[config.mk]
export PLATFORM = sky130hd
export DESIGN_NAME = lru_region_slot_directory_top
export DESIGN_NICKNAME = d
export VERILOG_FILES = /design/src/sv/lrsd_pkg.sv /design/src/sv/lru_region_slot_directory_top.sv
export VERILOG_INCLUDE_DIRS = /design/src /design/src/sv
export SDC_FILE = /design/constraint.sdc
export NUM_CORES = 1
export LEC_CHECK = 0
export ABC_AREA = 1
export BUFFER_PORTS_ARGS = -buffer_cell sky130_fd_sc_hd__buf_2
export CORE_MARGIN = 2
export CORE_UTILIZATION = 41
export CTS_CLUSTER_SIZE = 10
export DETAILED_ROUTE_END_ITERATION = 8
export PLACE_DENSITY = 0.68
export SLEW_MARGIN = 20
export SYNTH_ARGS = -nofsm -noshare
export SYNTH_HDL_FRONTEND = slang
export SYNTH_SLANG_ARGS = --single-unit
[constraint.sdc]
create_clock -name clk -period 11.7 [get_ports clk]
set_clock_uncertainty 0.05 [all_clocks]
set_input_delay 0 -clock clk [delete_from_list [all_inputs] [get_ports clk]]
set_output_delay 0 -clock clk [all_outputs]
set_load 0.1 [all_outputs]
[src/sv/lru_region_slot_directory_top_macros.svh]
// ----------------------------------------------------------------------------
// lru_region_slot_directory_top_macros
// Assertion macros shared by the region slot directory RTL.
// ----------------------------------------------------------------------------
`ifndef LRU_REGION_SLOT_DIRECTORY_TOP_MACROS_SVH
`define LRU_REGION_SLOT_DIRECTORY_TOP_MACROS_SVH

// Same-cycle implication, checked outside reset.
`define LRSD_ASSERT_NOW(label, ante, cons, msg) \
    label: assert property (@(posedge clk) disable iff (!rst_n) (ante) |-> (cons)) \
        else $error(msg);

// Next-cycle implication, checked outside reset.
`define LRSD_ASSERT_NEXT(label, ante, cons, msg) \
    label: assert property (@(posedge clk) disable iff (!rst_n) (ante) |=> (cons)) \
        else $error(msg);

`endif

[src/sv/lrsd_pkg.sv]
// ----------------------------------------------------------------------------
// lrsd_pkg
// Shared constants and types for the LRU region slot directory.
// ----------------------------------------------------------------------------
`timescale 1ns / 1ps

package lrsd_pkg;

    // Default number of directory slots
    localparam int SLOTS_DEF = 4;

    // Field widths
    localparam int REGION_W  = 32;
    localparam int SLOT_W    = 2;
    localparam int OUTCOME_W = 2;

    // Result outcome codes
    typedef enum logic [OUTCOME_W-1:0] {
        OUTCOME_HIT   = 2'd0,
        OUTCOME_FILL  = 2'd1,
        OUTCOME_EVICT = 2'd2
    } outcome_t;

endpackage

[src/sv/lru_region_slot_directory_top.sv]
// ----------------------------------------------------------------------------
// lru_region_slot_directory_top
// Fully associative region directory with least-recently-used replacement.
// ----------------------------------------------------------------------------
// Usage:
//   Input channel (in_valid/in_ready) carries one signed region coordinate
//   pair per transaction. Output channel (out_valid/out_ready) returns one
//   result per request: the slot now holding the region, the outcome (hit,
//   fill of a free slot, or eviction) and the evicted region on eviction.
//   Flow: an accepted request is registered in the input register, looked
//   up from there, and its result loads into the result register, which
//   drives out_valid.
//   Throughput: one request per cycle while the output is not stalled. The
//   lookup, victim choice and age update sit in combinational logic between
//   the input register and the result register; the directory state updates
//   at the same edge the result loads, so the next request sees it.
//   Recency is kept as a pairwise age matrix, so picking the victim needs no
//   wide stamp compare.
//   Reset: all slots free, age matrix cleared, both registers empty.
//   Stall: while out_ready is low and a result is held, the pending request
//   waits in the input register and in_ready drops until the output drains.
// ----------------------------------------------------------------------------
`timescale 1ns / 1ps
`include "lru_region_slot_directory_top_macros.svh"

module lru_region_slot_directory_top #(
    parameter int SLOTS = lrsd_pkg::SLOTS_DEF
) (
    input  logic                                 clk,
    input  logic                                 rst_n,
    input  logic                                 in_valid,
    output logic                                 in_ready,
    input  logic signed [lrsd_pkg::REGION_W-1:0] region_x,
    input  logic signed [lrsd_pkg::REGION_W-1:0] region_y,
    output logic                                 out_valid,
    input  logic                                 out_ready,
    output logic        [lrsd_pkg::SLOT_W-1:0]   slot,
    output logic        [lrsd_pkg::OUTCOME_W-1:0] outcome,
    output logic signed [lrsd_pkg::REGION_W-1:0] old_region_x,
    output logic signed [lrsd_pkg::REGION_W-1:0] old_region_y
);

    localparam int IDX_W = (SLOTS > 1) ? $clog2(SLOTS) : 1;

    // Input register
    logic                                 in_valid_reg;
    logic signed [lrsd_pkg::REGION_W-1:0] rx_reg;
    logic signed [lrsd_pkg::REGION_W-1:0] ry_reg;

    // Directory state
    logic [SLOTS-1:0]                     slot_valid_reg;
    logic [SLOTS-1:0]                     slot_valid_next;
    logic signed [lrsd_pkg::REGION_W-1:0] tag_x_reg [SLOTS];
    logic signed [lrsd_pkg::REGION_W-1:0] tag_y_reg [SLOTS];
    // older_reg[i][j]: slot i was last touched before slot j
    logic [SLOTS-1:0]                     older_reg  [SLOTS];
    logic [SLOTS-1:0]                     older_next [SLOTS];

    // Result register
    logic                                 out_valid_reg;
    logic [lrsd_pkg::SLOT_W-1:0]          slot_reg;
    lrsd_pkg::outcome_t                   outcome_reg;
    logic signed [lrsd_pkg::REGION_W-1:0] old_x_reg;
    logic signed [lrsd_pkg::REGION_W-1:0] old_y_reg;

    // Lookup signals
    logic                                 advance;
    logic                                 commit;
    logic [SLOTS-1:0]                     hit_vec;
    logic [SLOTS-1:0]                     lru_vec;
    logic                                 any_hit;
    logic                                 any_free;
    logic [IDX_W-1:0]                     hit_idx;
    logic [IDX_W-1:0]                     free_idx;
    logic [IDX_W-1:0]                     lru_idx;
    logic [IDX_W-1:0]                     pick;
    logic [IDX_W+1:0]                     pick_ext;
    lrsd_pkg::outcome_t                   outcome_next;
    logic signed [lrsd_pkg::REGION_W-1:0] old_x_next;
    logic signed [lrsd_pkg::REGION_W-1:0] old_y_next;

    // Handshake: the result register frees up when empty or being taken
    assign advance  = !out_valid_reg || out_ready;
    assign commit   = in_valid_reg && advance;
    assign in_ready = !in_valid_reg || advance;

    // Compare tags and find LRU candidates in parallel
    always_comb
    begin
        for (int i = 0; i < SLOTS; i++)
        begin
            hit_vec[i] = slot_valid_reg[i] && (tag_x_reg[i] == rx_reg)
                         && (tag_y_reg[i] == ry_reg);
            lru_vec[i] = slot_valid_reg[i];
            for (int j = 0; j < SLOTS; j++)
            begin
                if (j != i)
                begin
                    lru_vec[i] = lru_vec[i] && older_reg[i][j];
                end
            end
        end
    end

    // Priority encode: lowest hit, highest free slot, lowest LRU candidate
    always_comb
    begin
        hit_idx  = '0;
        free_idx = '0;
        lru_idx  = '0;
        for (int i = SLOTS - 1; i >= 0; i--)
        begin
            if (hit_vec[i])
            begin
                hit_idx = IDX_W'(i);
            end
            if (lru_vec[i])
            begin
                lru_idx = IDX_W'(i);
            end
        end
        for (int i = 0; i < SLOTS; i++)
        begin
            if (!slot_valid_reg[i])
            begin
                free_idx = IDX_W'(i);
            end
        end
    end

    assign any_hit  = |hit_vec;
    assign any_free = !(&slot_valid_reg);

    // Choose the slot and the outcome
    always_comb
    begin
        old_x_next = '0;
        old_y_next = '0;
        if (any_hit)
        begin
            pick         = hit_idx;
            outcome_next = lrsd_pkg::OUTCOME_HIT;
        end
        else if (any_free)
        begin
            pick         = free_idx;
            outcome_next = lrsd_pkg::OUTCOME_FILL;
        end
        else
        begin
            pick         = lru_idx;
            outcome_next = lrsd_pkg::OUTCOME_EVICT;
            old_x_next   = tag_x_reg[lru_idx];
            old_y_next   = tag_y_reg[lru_idx];
        end
    end

    assign pick_ext = {2'b00, pick};

    // Mark the picked slot valid and most recently used
    always_comb
    begin
        slot_valid_next = slot_valid_reg;
        for (int i = 0; i < SLOTS; i++)
        begin
            older_next[i] = older_reg[i];
        end
        if (commit)
        begin
            slot_valid_next[pick] = 1'b1;
            for (int j = 0; j < SLOTS; j++)
            begin
                older_next[pick][j] = 1'b0;
                if (IDX_W'(j) != pick)
                begin
                    older_next[j][pick] = 1'b1;
                end
            end
        end
    end

    // Hold the incoming transaction
    always_ff @(posedge clk or negedge rst_n)
    begin
        if (!rst_n)
        begin
            in_valid_reg <= 1'b0;
        end
        else if (in_ready)
        begin
            in_valid_reg <= in_valid;
        end
    end

    always_ff @(posedge clk)
    begin
        if (in_ready && in_valid)
        begin
            rx_reg <= region_x;
            ry_reg <= region_y;
        end
    end

    // Advance directory control state
    always_ff @(posedge clk or negedge rst_n)
    begin
        if (!rst_n)
        begin
            slot_valid_reg <= '0;
            for (int i = 0; i < SLOTS; i++)
            begin
                older_reg[i] <= '0;
            end
        end
        else
        begin
            slot_valid_reg <= slot_valid_next;
            for (int i = 0; i < SLOTS; i++)
            begin
                older_reg[i] <= older_next[i];
            end
        end
    end

    // Write the requested region into the picked slot on a miss
    always_ff @(posedge clk)
    begin
        if (commit && !any_hit)
        begin
            tag_x_reg[pick] <= rx_reg;
            tag_y_reg[pick] <= ry_reg;
        end
    end

    // Load the result register
    always_ff @(posedge clk or negedge rst_n)
    begin
        if (!rst_n)
        begin
            out_valid_reg <= 1'b0;
        end
        else if (advance)
        begin
            out_valid_reg <= in_valid_reg;
        end
    end

    always_ff @(posedge clk)
    begin
        if (commit)
        begin
            slot_reg    <= pick_ext[lrsd_pkg::SLOT_W-1:0];
            outcome_reg <= outcome_next;
            old_x_reg   <= old_x_next;
            old_y_reg   <= old_y_next;
        end
    end

    assign out_valid    = out_valid_reg;
    assign slot         = slot_reg;
    assign outcome      = outcome_reg;
    assign old_region_x = old_x_reg;
    assign old_region_y = old_y_reg;

    // Checks
    `LRSD_ASSERT_NOW(a_tags_unique, in_valid_reg, $onehot0(hit_vec),
        "region held by more than one slot")
    `LRSD_ASSERT_NOW(a_single_lru, &slot_valid_reg, $onehot(lru_vec),
        "full directory without a unique LRU slot")
    `LRSD_ASSERT_NEXT(a_pick_valid, commit, slot_valid_reg[$past(pick)],
        "picked slot not valid after update")
    `LRSD_ASSERT_NOW(a_old_zero,
        out_valid_reg && (outcome_reg != lrsd_pkg::OUTCOME_EVICT),
        (old_x_reg == '0) && (old_y_reg == '0),
        "old region nonzero without eviction")

endmodule
==> key figures, run 1 <==
Clock tree
  – CTS tree: built
  – Root buf cell: clkbuf_16
  – CTS Buf Count: 49
  – Skew-Pair Late Insertion Delay: roughly 620 ps
  – H-tree depth: 2
  – Post-cts resize count: 0
  – Clock buffer depth: 3
  – Clk sink count: approximately 410
  – Worst-path clk slew: roughly 60 ps

Detailed routing
  – Vias per std cell: between 5 and 6
  – Pre-Repair DR Iteration Count: 6
  – Drc violations: 0
  – Final ANT Viol Nets: 0
  – WL final: approximately 73000 um
  – Via count: ~19000
  – Avg WL per Cell: ~21 um
  – Initial DRC Count: 1923

Timing
  – Maximum clock rate: approximately 230 MHz
  – Final Max Tran Viols: 0
  – Slew HR: between 20 and 30%
  – Final hold vios: 0
  – TNS Setup: 0 ps
  – Worst-Margin Slew: 1080 ps
  – Part of the cycle the worst path needs: ~37%
  – Final Critical Period: 4300 ps
  – RSZ-0062 raised after global routing: false
  – Final setup violation count: 0

Synth
  – Synthesized area per cell: just over 8 um^2
  – Largest cells by area after synthesis: edfxtp_1, nand2_1, nor2_1
  – EDFF count, synth: 388
  – Cells after synthesis: between 2000 and 3000
  – Unique cell type count in the Yosys netlist: between 40 and 50
  – Synth area leader: edfxtp_1
  – Most common cell in the netlist: nand2_1
  – Synth Cell Area: around 0.021 mm^2
  – Synthesized flop and latch total: around 410
  – Syn nets: roughly 2700
  – Ys flop type: edfxtp_1
  – Synth top cells by count: nand2_1, edfxtp_1, nor2_1, inv_1, a21oi_1
  – Sequential fraction of the synthesis area: a little under three fifths
  – Yosys warnings: 0
  – Async SR Flop Fraction: under 10%
  – Post-synth top area share: 54.3%

Placement
  – I/O Buffers: 137
  – Gpl congestion: about 1
  – Placed cell areas: around 0.023 mm^2
  – HPWL after DPL: between 50000 and 60000 um

Critical path
  – WS Path Type: reg2reg
  – Critical Path AT: between 4000 and 5000 ps
  – Critical path capture point type: flip-flop
  – CP Data Required Time: ~12000 ps
  – Crit-path max FO: 66
  – Startpoint Class: flip-flop
  – R2r setup slk: between 7000 and 8000 ps

Run status
  – Status: finished clean

Die
  – Initial core utilization: between 40% and 50%
  – Row count: 83
  – Core box area: 0.0515 mm^2
  – Die Area: approximately 0.054 mm^2
  – Die width: 233 um
  – Die Ht: 233 um
  – Boundary Pins: around 140

Global route
  – Vias in the first global route: 17900
  – First-pass GRT wire length: 108000 um
  – Global Route Usage Sum: roughly 27%
  – Gr ovfl total: 0
  – Initial antenna violation count: 1
  – Largest net degree at the start of global routing: between 80 and 90

Power and ir drop
  – Tot Pwr: about 0.0038 W
  – Leak: about 11 nW
  – Peak supply drop: approximately 0.11 mV
  – Pwr/cell area: 152 mW/mm^2

Finish
  – Area Growth Syn to Fin: 16.7%
  – Post-layout instance area: about 0.025 mm^2
  – Fillers: roughly 4900
  – Nets: 2884
  – Layout cells sized above 1: under 10%
  – ANT cells: 0

Worst hold path
  – Hold Crit Class: in2reg

Job
  – Max cap viols: 0
==> layout by cell type (no fill, tap or decap), drive strengths merged <==
cell | netlist | routed
nand2 | 908 | 908
edfxtp | 388 | 388
nor2 | 377 | 377
inv | 336 | 337
a21oi | 174 | 174
buf | 21 | 147
o21ai | 107 | 107
dlygate4sd3 | 0 | 70
nand4 | 67 | 67
clkbuf | 27 | 67
nand3 | 65 | 65
xnor2 | 39 | 39
nor3 | 21 | 21
dfrtp | 18 | 18
and2 | 14 | 14
xor2 | 11 | 11
clkinv | 3 | 9
a211oi | 4 | 4
nand3b | 3 | 3
a22oi | 3 | 3
nor2b | 2 | 2
bufinv | 0 | 2
o22ai | 1 | 1
o221ai | 1 | 1
nor3b | 1 | 1
a2bb2oi | 1 | 1
o21bai | 1 | 1
and3 | 1 | 1
or3 | 1 | 1
or2 | 1 | 1
==> critical path, stage by stage, from the launching register on <==
cell and delay, ps:
dfrtp_1 440, nand4_1 200, o21ai_4 170, buf_4 620, nand2_4 600, o221ai_1 380
nand3_2 150, nand2_4 150, nand3_2 140, nor2_4 130, buf_4 810
==> routing by layer <==
| metal | GRT usage, % | vias to the layer above | routed length, um |
|---|---|---|---|
| met5 | 0 | - | 0 |
| met4 | 11.2 | 0 | 2960 |
| met3 | 3.66 | 135 | 5060 |
| met2 | 45.3 | 786 | 34900 |
| met1 | 35.2 | 8763 | 30000 |
| li1 | - | 8837 | - |
==> layout make-up <==
cell class	instances	area, um^2	area share, %
flip-flops and latches	406	12100	48.3
inverters	339	1280	5.10
clock inverters	9	116	0.465
repair buffers	217	1460	5.84
well taps	680	851	3.40
multi-input cells	1803	7900	31.6
clock buffers	67	1340	5.33
==> where the power goes <==
| group | internal [W] | leakage, nW | switching, W |
|---|---|---|---|
| clock network | 0.000832 | 0.703 | 0.000592 |
| registers | 0.00170 | 3.81 | 0.0000736 |
| logic | 0.000135 | 6.82 | 0.000480 |
| total | 0.00267 | 11.3 | 0.00115 |
==> metrics by stage <==
stage	std cells	hold slack, ps	util, %	setup slack (ps)
after floorplan	2596	-346	-	5890
after global placement	3375	-81.6	44.4	7470
after detailed placement	3375	-87.0	44.4	7410
after CTS	3521	22.0	48.6	7420
after global routing	3521	41.4	48.6	7180
final	3521	48.9	48.6	7400
==> final timing paths <==
check | start | to | cells past startpoint
max | slot_valid_reg[3]$_DFFE_PN0P_ | tag_y_reg[3][12]$_DFFE_PP_ | 10
min | region_y[8] | ry_reg[8]$_DFFE_PP_ | 2
max reg2reg | slot_valid_reg[3]$_DFFE_PN0P_ | tag_y_reg[3][12]$_DFFE_PP_ | 10
min reg2reg | older_reg[1]$_DFFE_PN0P_ | older_reg[1]$_DFFE_PN0P_ | 2
max in group asynchronous | rst_n | asynchronous set/reset pin | 3
min in group asynchronous | rst_n | older_reg[5]$_DFFE_PN0P_ | 3
==> kinds of logic (layout without fill, tap and decap cells) <==
kind of cell	Yosys count	after routing	share of synthesized area [%]
flops	406	406	56.4
compound gates	292	292	7.03
simple gates	1461	1461	27.5
buf+inv	387	632	7.06
xor+xnor	50	50	2.04
==> repair_timing <==
action	in CTS	in global routing
hold buffers	70	0
buffers inserted	0	0
hold endpoints to repair	84	0
No activity file was read; power rests on OpenSTA's default activity.
==> inputs of run 2 (changes only) <==
==> constraint.sdc (replaced) <==
create_clock -name clk -period 4.11 [get_ports clk]
set_clock_uncertainty 0.05 [all_clocks]
set_input_delay 0 -clock clk [delete_from_list [all_inputs] [get_ports clk]]
set_output_delay 0 -clock clk [all_outputs]
set_load 0.1 [all_outputs]
==> run 2 against run 1 <==
  * Via count rose by 1.1%
  * Cell count barely moved
  * Sequential cell count did not move
  * Largest cell class unchanged
  * Sequential power rose to 2.8 times the previous value
  * Non-clock buffer count rose by 11
==> key figures, run 2 (synthesis results as in run 1) <==
Run status
  – Status: finished clean (unchanged)

Global route
  – Vias in the first global route: 18200 (was 17900)
  – Gr ovfl total: 0 (unchanged)
  – Global Route Usage Sum: 27.9% (was 27.0%)
  – Initial antenna violation count: 2 (was 1)
  – First-pass GRT wire length: 112000 um (was 108000 um)
  – Largest net degree at the start of global routing: 96 (was 84)

Clock tree
  – H-tree depth: 2 (unchanged)
  – Post-cts resize count: 0 (unchanged)
  – Clock buffer depth: 3 (unchanged)
  – CTS Buf Count: 48 (was 49)
  – CTS tree: built (unchanged)
  – Clk sink count: 406 (unchanged)
  – Root buf cell: clkbuf_16 (unchanged)
  – Skew-Pair Late Insertion Delay: 600 ps (was 620 ps)
  – Worst-path clk slew: 60 ps (about the same)

Finish
  – Layout cells sized above 1: 9.39% (was 9.12%)
  – Fillers: 5001 (was 4926)
  – Nets: 2894 (was 2884)
  – ANT cells: 0 (unchanged)
  – Commonest non-fill, non-tap cell in the layout: nand2_1 (unchanged)
  – Area Growth Syn to Fin: 16.8% (was 16.7%)
  – Commonest non-fill, non-tap cells in the layout: nand2_1, edfxtp_1, nor2_1, inv_1, a21oi_1 (unchanged)
  – Post-Route Utilization: 48.7% (was 48.6%)

Detailed routing
  – WL final: 75200 um (was 72900 um)
  – Initial DRC Count: 1984 (was 1923)
  – Drc violations: 0 (unchanged)
  – Via count: 18700 (was 18500)
  – Final ANT Viol Nets: 0 (unchanged)
  – Avg WL per Cell: 21.4 um (was 20.7 um)
  – Pre-Repair DR Iteration Count: 6 (unchanged)
  – Vias per std cell: 5.31 (was 5.26)

Power and ir drop
  – Peak supply drop: 0.342 mV (was 0.114 mV)
  – Leak: 11.4 nW (was 11.3 nW)
  – Tot Pwr: 0.0106 W (was 0.00382 W)
  – Pwr/cell area: 422 mW/mm^2 (was 152 mW/mm^2)

Critical path
  – Crit path cell chain: xnor2_1, nand3_1, nor3_1, nand3_1, nand3b_1, nand3_1, inv_1, nand3_1, nor2_4, buf_12 (was nand4_1, o21ai_4, buf_4, nand2_4, o221ai_1, nand3_2, nand2_4, nand3_2, nor2_4, buf_4)
  – WS Path Type: reg2reg (unchanged)
  – CP max-delay cell: xnor2_1 (was buf_4)
  – FF-to-FF End: tag_x_reg[2][12]$_DFFE_PP_ (was tag_y_reg[3][12]$_DFFE_PP_)
  – Startpoint Class: flip-flop (unchanged)
  – CP Buf/Inv Count: 2 (unchanged)
  – Critical path capture point type: flip-flop (unchanged)
  – Crit-path max FO: 34 (was 66)
  – Slowest stage delay, CP: 710 ps (was 810 ps)
  – Depth of the most critical reg-to-reg path: 10 (unchanged)
  – Critical Path AT: 3790 ps (was 4470 ps)
  – R2r setup slk: 520 ps (was 7400 ps)
  – Cell family with most CP delay: simple AND/OR/NAND/NOR gates (was buffers and inverters)
  – Reg-to-reg critical path startpoint: rx_reg[30]$_DFFE_PP_ (was slot_valid_reg[3]$_DFFE_PN0P_)
  – CP Data Required Time: 4310 ps (was 11870 ps)
  – CP most frequent cell: nand3_1

Timing
  – Final setup violation count: 0 (unchanged)
  – Worst-Margin Slew: 1030 ps (was 1080 ps)
  – Slew HR: 31.3% (was 28.3%)
  – RSZ-0062 raised after global routing: false (unchanged)
  – Worst setup margin: 521 ps (was 7400 ps)
  – Final Critical Period: 3590 ps (was 4300 ps)
  – TNS Setup: 0 ps (unchanged)
  – Final Max Tran Viols: 0 (unchanged)
  – Part of the cycle the worst path needs: 87.3% (was 36.7%)
  – Final hold vios: 0 (unchanged)
  – Maximum clock rate: 279 MHz (was 233 MHz)

Worst hold path
  – Hold EP: ry_reg[20]$_DFFE_PP_ (was ry_reg[8]$_DFFE_PP_)
  – Hold Crit Class: in2reg (unchanged)
  – HP Start: region_y[20] (was region_y[8])
  – WHS Path Cells: 2 (unchanged)

Placement
  – Gpl congestion: 1.01 (about the same)
  – I/O Buffers: 137 (unchanged)
  – Placement Setup Slack: 586 ps (was 7410 ps)
  – HPWL after DPL: 55100 um (was 52900 um)

Job
  – Max cap viols: 0 (unchanged)

Die
  – Die Ht: 233 um (unchanged)
  – Die Area: 0.0542 mm^2 (unchanged)
  – Die width: 233 um (unchanged)
  – Initial core utilization: 41.7% (unchanged)
  – Core box area: 0.0515 mm^2 (unchanged)
  – Boundary Pins: 138 (unchanged)
  – Row count: 83 (unchanged)
[run 2: cell count changes in the layout (fill, tap and decap cells not counted)]
| cell | previous run | this run |
|---|---|---|
| clkinv_1 | 6 | 5 |
| clkinv_2 | 2 | 4 |
| inv_16 | 1 | 0 |
| buf_12 | 0 | 8 |
| buf_4 | 10 | 13 |
| clkbuf_8 | 2 | 1 |
| clkbuf_1 | 15 | 10 |
| bufinv_16 | 2 | 0 |
| clkbuf_16 | 50 | 48 |
| inv_6 | 0 | 1 |
[run 2: how the worst max path moves through the flow]
| stage | start | end | cells after the start |
|---|---|---|---|
| 2_1_floorplan | out_valid$_DFFE_PN0P_ | tag_x_reg[3][0]$_DFFE_PP_ | 5 |
| 3_3_place_gp | rx_reg[30]$_DFFE_PP_ | tag_x_reg[3][9]$_DFFE_PP_ | 14 |
| 3_5_place_dp | rx_reg[30]$_DFFE_PP_ | tag_y_reg[2][8]$_DFFE_PP_ | 10 |
| 4_1_cts | rx_reg[30]$_DFFE_PP_ | tag_x_reg[2][12]$_DFFE_PP_ | 10 |
| 5_1_grt | ry_reg[12]$_DFFE_PP_ | tag_x_reg[2][9]$_DFFE_PP_ | 13 |
| 6_report | rx_reg[30]$_DFFE_PP_ | tag_x_reg[2][12]$_DFFE_PP_ | 10 |
[run 2: area by class of cell]
class / instances / area (um^2) / share of cell area, %
timing repair buffer: 228 / 1640 / 6.56
clock buffer: 59 / 1250 / 4.99
inverter: 339 / 1280 / 5.09
sequential: 406 / 12100 / 48.3
clock inverter: 8 / 51.3 / 0.205
multi-input combinational: 1803 / 7900 / 31.5
tap: 680 / 851 / 3.39
[run 2: what timing repair did]
| item | CTS | global route |
|---|---|---|
| hold endpoints to repair | 86 | 0 |
| hold buffers | 70 | 0 |
| buffers inserted | 0 | 0 |
[run 2: stage by stage]
step,instance area [um^2],hold WS [ps],std cells
2_1_floorplan,21500,-346,2596
3_3_place_gp,23100,-98.1,3386
3_5_place_dp,23100,-96.6,3386
4_1_cts,25100,29.8,3523
5_1_grt,25100,50.6,3523
6_report,25100,55.7,3523
[run 2: worst reg2reg max path: stages, from the launching register on]
cell and delay (ps):
edfxtp_1 530, xnor2_1 720, nand3_1 160, nor3_1 330
nand3_1 220, nand3b_1 170, nand3_1 180, inv_1 100
nand3_1 230, nor2_4 240, buf_12 290
[run 2: routing by layer]
layer | GRT usage [%] | share of wire (%)
met1 | 36.3 | 41
met5 | 0 | 0.017
met3 | 3.79 | 6.7
met4 | 10.3 | 3.6
met2 | 47.3 | 48
[run 2: where the power goes]
part | internal, W | leakage (nW) | switching, W | total (W)
clock network | 0.00212 | 0.638 | 0.00164 | 0.00376
logic | 0.000399 | 6.91 | 0.00139 | 0.00179
registers | 0.00485 | 3.81 | 0.000195 | 0.00504
==> inputs of run 3 (changes only) <==
==> constraint.sdc (replaced) <==
create_clock -name clk -period 4.1 [get_ports clk]
set_clock_uncertainty 0.05 [all_clocks]
set_input_delay 0 -clock clk [delete_from_list [all_inputs] [get_ports clk]]
set_output_delay 0 -clock clk [all_outputs]
set_load 0.1 [all_outputs]
==> run 3 against run 2 <==
  * Via count grew 1.0%
  * Worst setup slack worse by 290 ps
  * Sequential share of layout area fell by 0.38 points
  * Highest routed layer unchanged
  * Count of clock-buffer cells in the layout up 3
  * Cell area is 0.80% higher
  * Sequential cell count did not move
  * Register-to-register slack lost 290 ps
  * Critical path depth is 4 higher
  * Worst hold slack got worse by 1.7 ps
==> key figures, run 3 (synthesis results as in run 1) <==
Run status
  – Status: finished clean (unchanged)

Timing
  – Final Max Tran Viols: 0 (unchanged)
  – Slew HR: 31.5% (was 31.3%)
  – Maximum clock rate: 259 MHz (was 279 MHz)
  – Final Critical Period: 3870 ps (was 3590 ps)
  – TNS Setup: 0 ps (unchanged)
  – Final setup violation count: 0 (unchanged)
  – Worst-Margin Slew: 1020 ps (was 1030 ps)
  – Part of the cycle the worst path needs: 94.3% (was 87.3%)
  – RSZ-0062 raised after global routing: false (unchanged)
  – Final hold vios: 0 (unchanged)
  – Worst setup margin: 232 ps (was 521 ps)

Global route
  – Global Route Usage Sum: 28.2% (was 27.9%)
  – Gr ovfl total: 0 (unchanged)
  – First-pass GRT wire length: 113000 um (was 112000 um)
  – Initial antenna violation count: 3 (was 2)
  – Vias in the first global route: 18200 (about the same)
  – Largest net degree at the start of global routing: 145 (was 96)

Detailed routing
  – Wire length on met3: 4740 um (was 5030 um)
  – Avg WL per Cell: 21.7 um (was 21.4 um)
  – WL final: 76900 um (was 75200 um)
  – M1 wire length: 31900 um (was 31200 um)
  – Top sig layer: met5 (unchanged)
  – Initial DRC Count: 1953 (was 1984)
  – Via count: 18900 (was 18700)
  – Pre-Repair DR Iteration Count: 6 (unchanged)
  – Drc violations: 0 (unchanged)
  – Metal2 WL: 37300 um (was 36300 um)
  – Vias per std cell: 5.33 (was 5.31)
  – Final ANT Viol Nets: 0 (unchanged)

Power and ir drop
  – Leak: 11.5 nW (was 11.4 nW)
  – Pwr/cell area: 423 mW/mm^2 (was 422 mW/mm^2)
  – Peak supply drop: 0.354 mV (was 0.342 mV)

Clock tree
  – Post-CTS Setup Repair Bufs: 0 (unchanged)
  – CTS tree: built (unchanged)
  – Clk sink count: 406 (unchanged)
  – Root buf cell: clkbuf_16 (unchanged)
  – CTS Buf Count: 48 (unchanged)
  – H-tree depth: 2 (unchanged)
  – Worst-path clk slew: 60 ps (about the same)
  – Skew-Pair Late Insertion Delay: 600 ps (about the same)
  – Post-cts resize count: 0 (unchanged)
  – Clock buffer depth: 3 (unchanged)

Critical path
  – WS Path Type: reg2reg (unchanged)
  – CP Buf/Inv Count: 1 (was 2)
  – Crit-path max FO: 31 (was 34)
  – Cell family with most CP delay: simple AND/OR/NAND/NOR gates (unchanged)
  – Critical Path AT: 4080 ps (was 3790 ps)
  – CP max-delay cell: xnor2_1 (unchanged)
  – CP most frequent cell: nand2_1 (was nand3_1)
  – Crit path cell chain: xnor2_1, nand2_1, nor2_1, nand2_1, nor2_1, nand3_1, nor2_1, nand2_1, nand2_1, nand2_1, nand2_4, nand3_4, nor2_4, buf_12 (was xnor2_1, nand3_1, nor3_1, nand3_1, nand3b_1, nand3_1, inv_1, nand3_1, nor2_4, buf_12)
  – CP Data Required Time: 4320 ps (was 4310 ps)
  – Critical path capture point type: flip-flop (unchanged)
  – Startpoint Class: flip-flop (unchanged)
  – Slowest stage delay, CP: 840 ps (was 710 ps)

Placement
  – Placement Setup Slack: 195 ps (was 586 ps)
  – I/O Buffers: 137 (unchanged)
  – HPWL after DPL: 56700 um (was 55100 um)
  – Placed cell areas: 0.0232 mm^2 (was 0.0231 mm^2)
  – Gpl congestion: 1.02 (was 1.01)
  – Dpl cells: 3407 (was 3386)

Job
  – Max cap viols: 0 (unchanged)

Finish
  – Layout cells sized above 1: 10.1% (was 9.39%)
  – Finished Layout Cells: 3548 (was 3523)
  – Commonest non-fill, non-tap cell in the layout: nand2_1 (unchanged)
  – Commonest non-fill, non-tap cells in the layout: nand2_1, edfxtp_1, nor2_1, inv_1, a21oi_1 (unchanged)
  – Nets: 2916 (was 2894)
  – Area Growth Syn to Fin: 17.8% (was 16.8%)
  – Post-layout instance area: 0.0253 mm^2 (was 0.0251 mm^2)

Die
  – Row count: 83 (unchanged)
  – Initial core utilization: 41.7% (unchanged)
  – Boundary Pins: 138 (unchanged)
  – Die width: 233 um (unchanged)
  – Core box area: 0.0515 mm^2 (unchanged)
  – Die Ht: 233 um (unchanged)
  – Die Area: 0.0542 mm^2 (unchanged)

Worst hold path
  – Hold Crit Class: in2reg (unchanged)
-- run 3: cell count changes in the layout (fill, tap and decap cells not counted), sizes merged --
| cell | previous run | this run |
|---|---|---|
| buf | 158 | 179 |
| clkbuf | 59 | 62 |
| clkinv | 10 | 8 |
| diode | 0 | 1 |
| inv | 337 | 338 |
| nor2 | 377 | 378 |
-- run 3: final cells by class --
class                   count  area, um^2
fillers                  5018       26200
flip-flops and latches    406       12100
multi-input cells        1804        7910
diodes                      1        2.50
well taps                 680         851
inverters                 339        1280
clock inverters             7        40.0
clock buffers              62        1280
repair buffers            249        1810
-- run 3: worst reg2reg max path, cell delays in order (launching register included) --
cell and delay [ps]:
edfxtp_1 430, xnor2_1 840, nand2_1 130, nor2_1 150
nand2_1 80, nor2_1 190, nand3_1 110, nor2_1 120
nand2_1 60, nand2_1 70, nand2_1 150, nand2_4 130
nand3_4 110, nor2_4 570, buf_12 310
-- run 3: per-layer routing --
metal,vias up,track usage [%]
li1,8897,-
met1,9098,36.5
met2,768,48.3
met3,149,3.32
met4,2,10.7
met5,-,0
-- run 3: timing repair --
item                                    CTS  global route
hold endpoints to repair                 84             0
hold buffers                             70             0
endpoints found under the setup margin    0            26
-- run 3: per-stage QoR --
stage | total power (W) | hold slack (ps) | util (%)
6_report | 0.0107 | 54.0 | 49.1
5_1_grt | 0.0110 | 56.5 | 49.1
4_1_cts | 0.0107 | 27.5 | 49.1
3_5_place_dp | 0.00689 | -93.5 | 45.1
3_3_place_gp | 0.00686 | -98.8 | 45.1
2_1_floorplan | 0.00634 | -346 | -
-- run 3: worst paths after layout --
check                                         startpoint                          to  depth (start not counted)  slack [ps]
worst max-delay path                rx_reg[30]$_DFFE_PP_  tag_x_reg[1][31]$_DFFE_PP_                         14         230
worst min-delay path                        region_y[18]        ry_reg[18]$_DFFE_PP_                          2          50
worst max register to register      rx_reg[30]$_DFFE_PP_  tag_x_reg[1][31]$_DFFE_PP_                         14         230
worst min register to register  older_reg[5]$_DFFE_PN0P_    older_reg[5]$_DFFE_PN0P_                          2         420
max in group asynchronous                          rst_n    older_reg[5]$_DFFE_PN0P_                          3        2930
min in group asynchronous                          rst_n       out_valid$_DFFE_PN0P_                          3         530
-- run 3: report_power, final --
part           total (W)  internal [W]  leakage [nW]  switching [W]
sequential       0.00504       0.00486          3.81       0.000179
combinational    0.00183      0.000414          7.01        0.00142
clock            0.00381       0.00217         0.649        0.00165
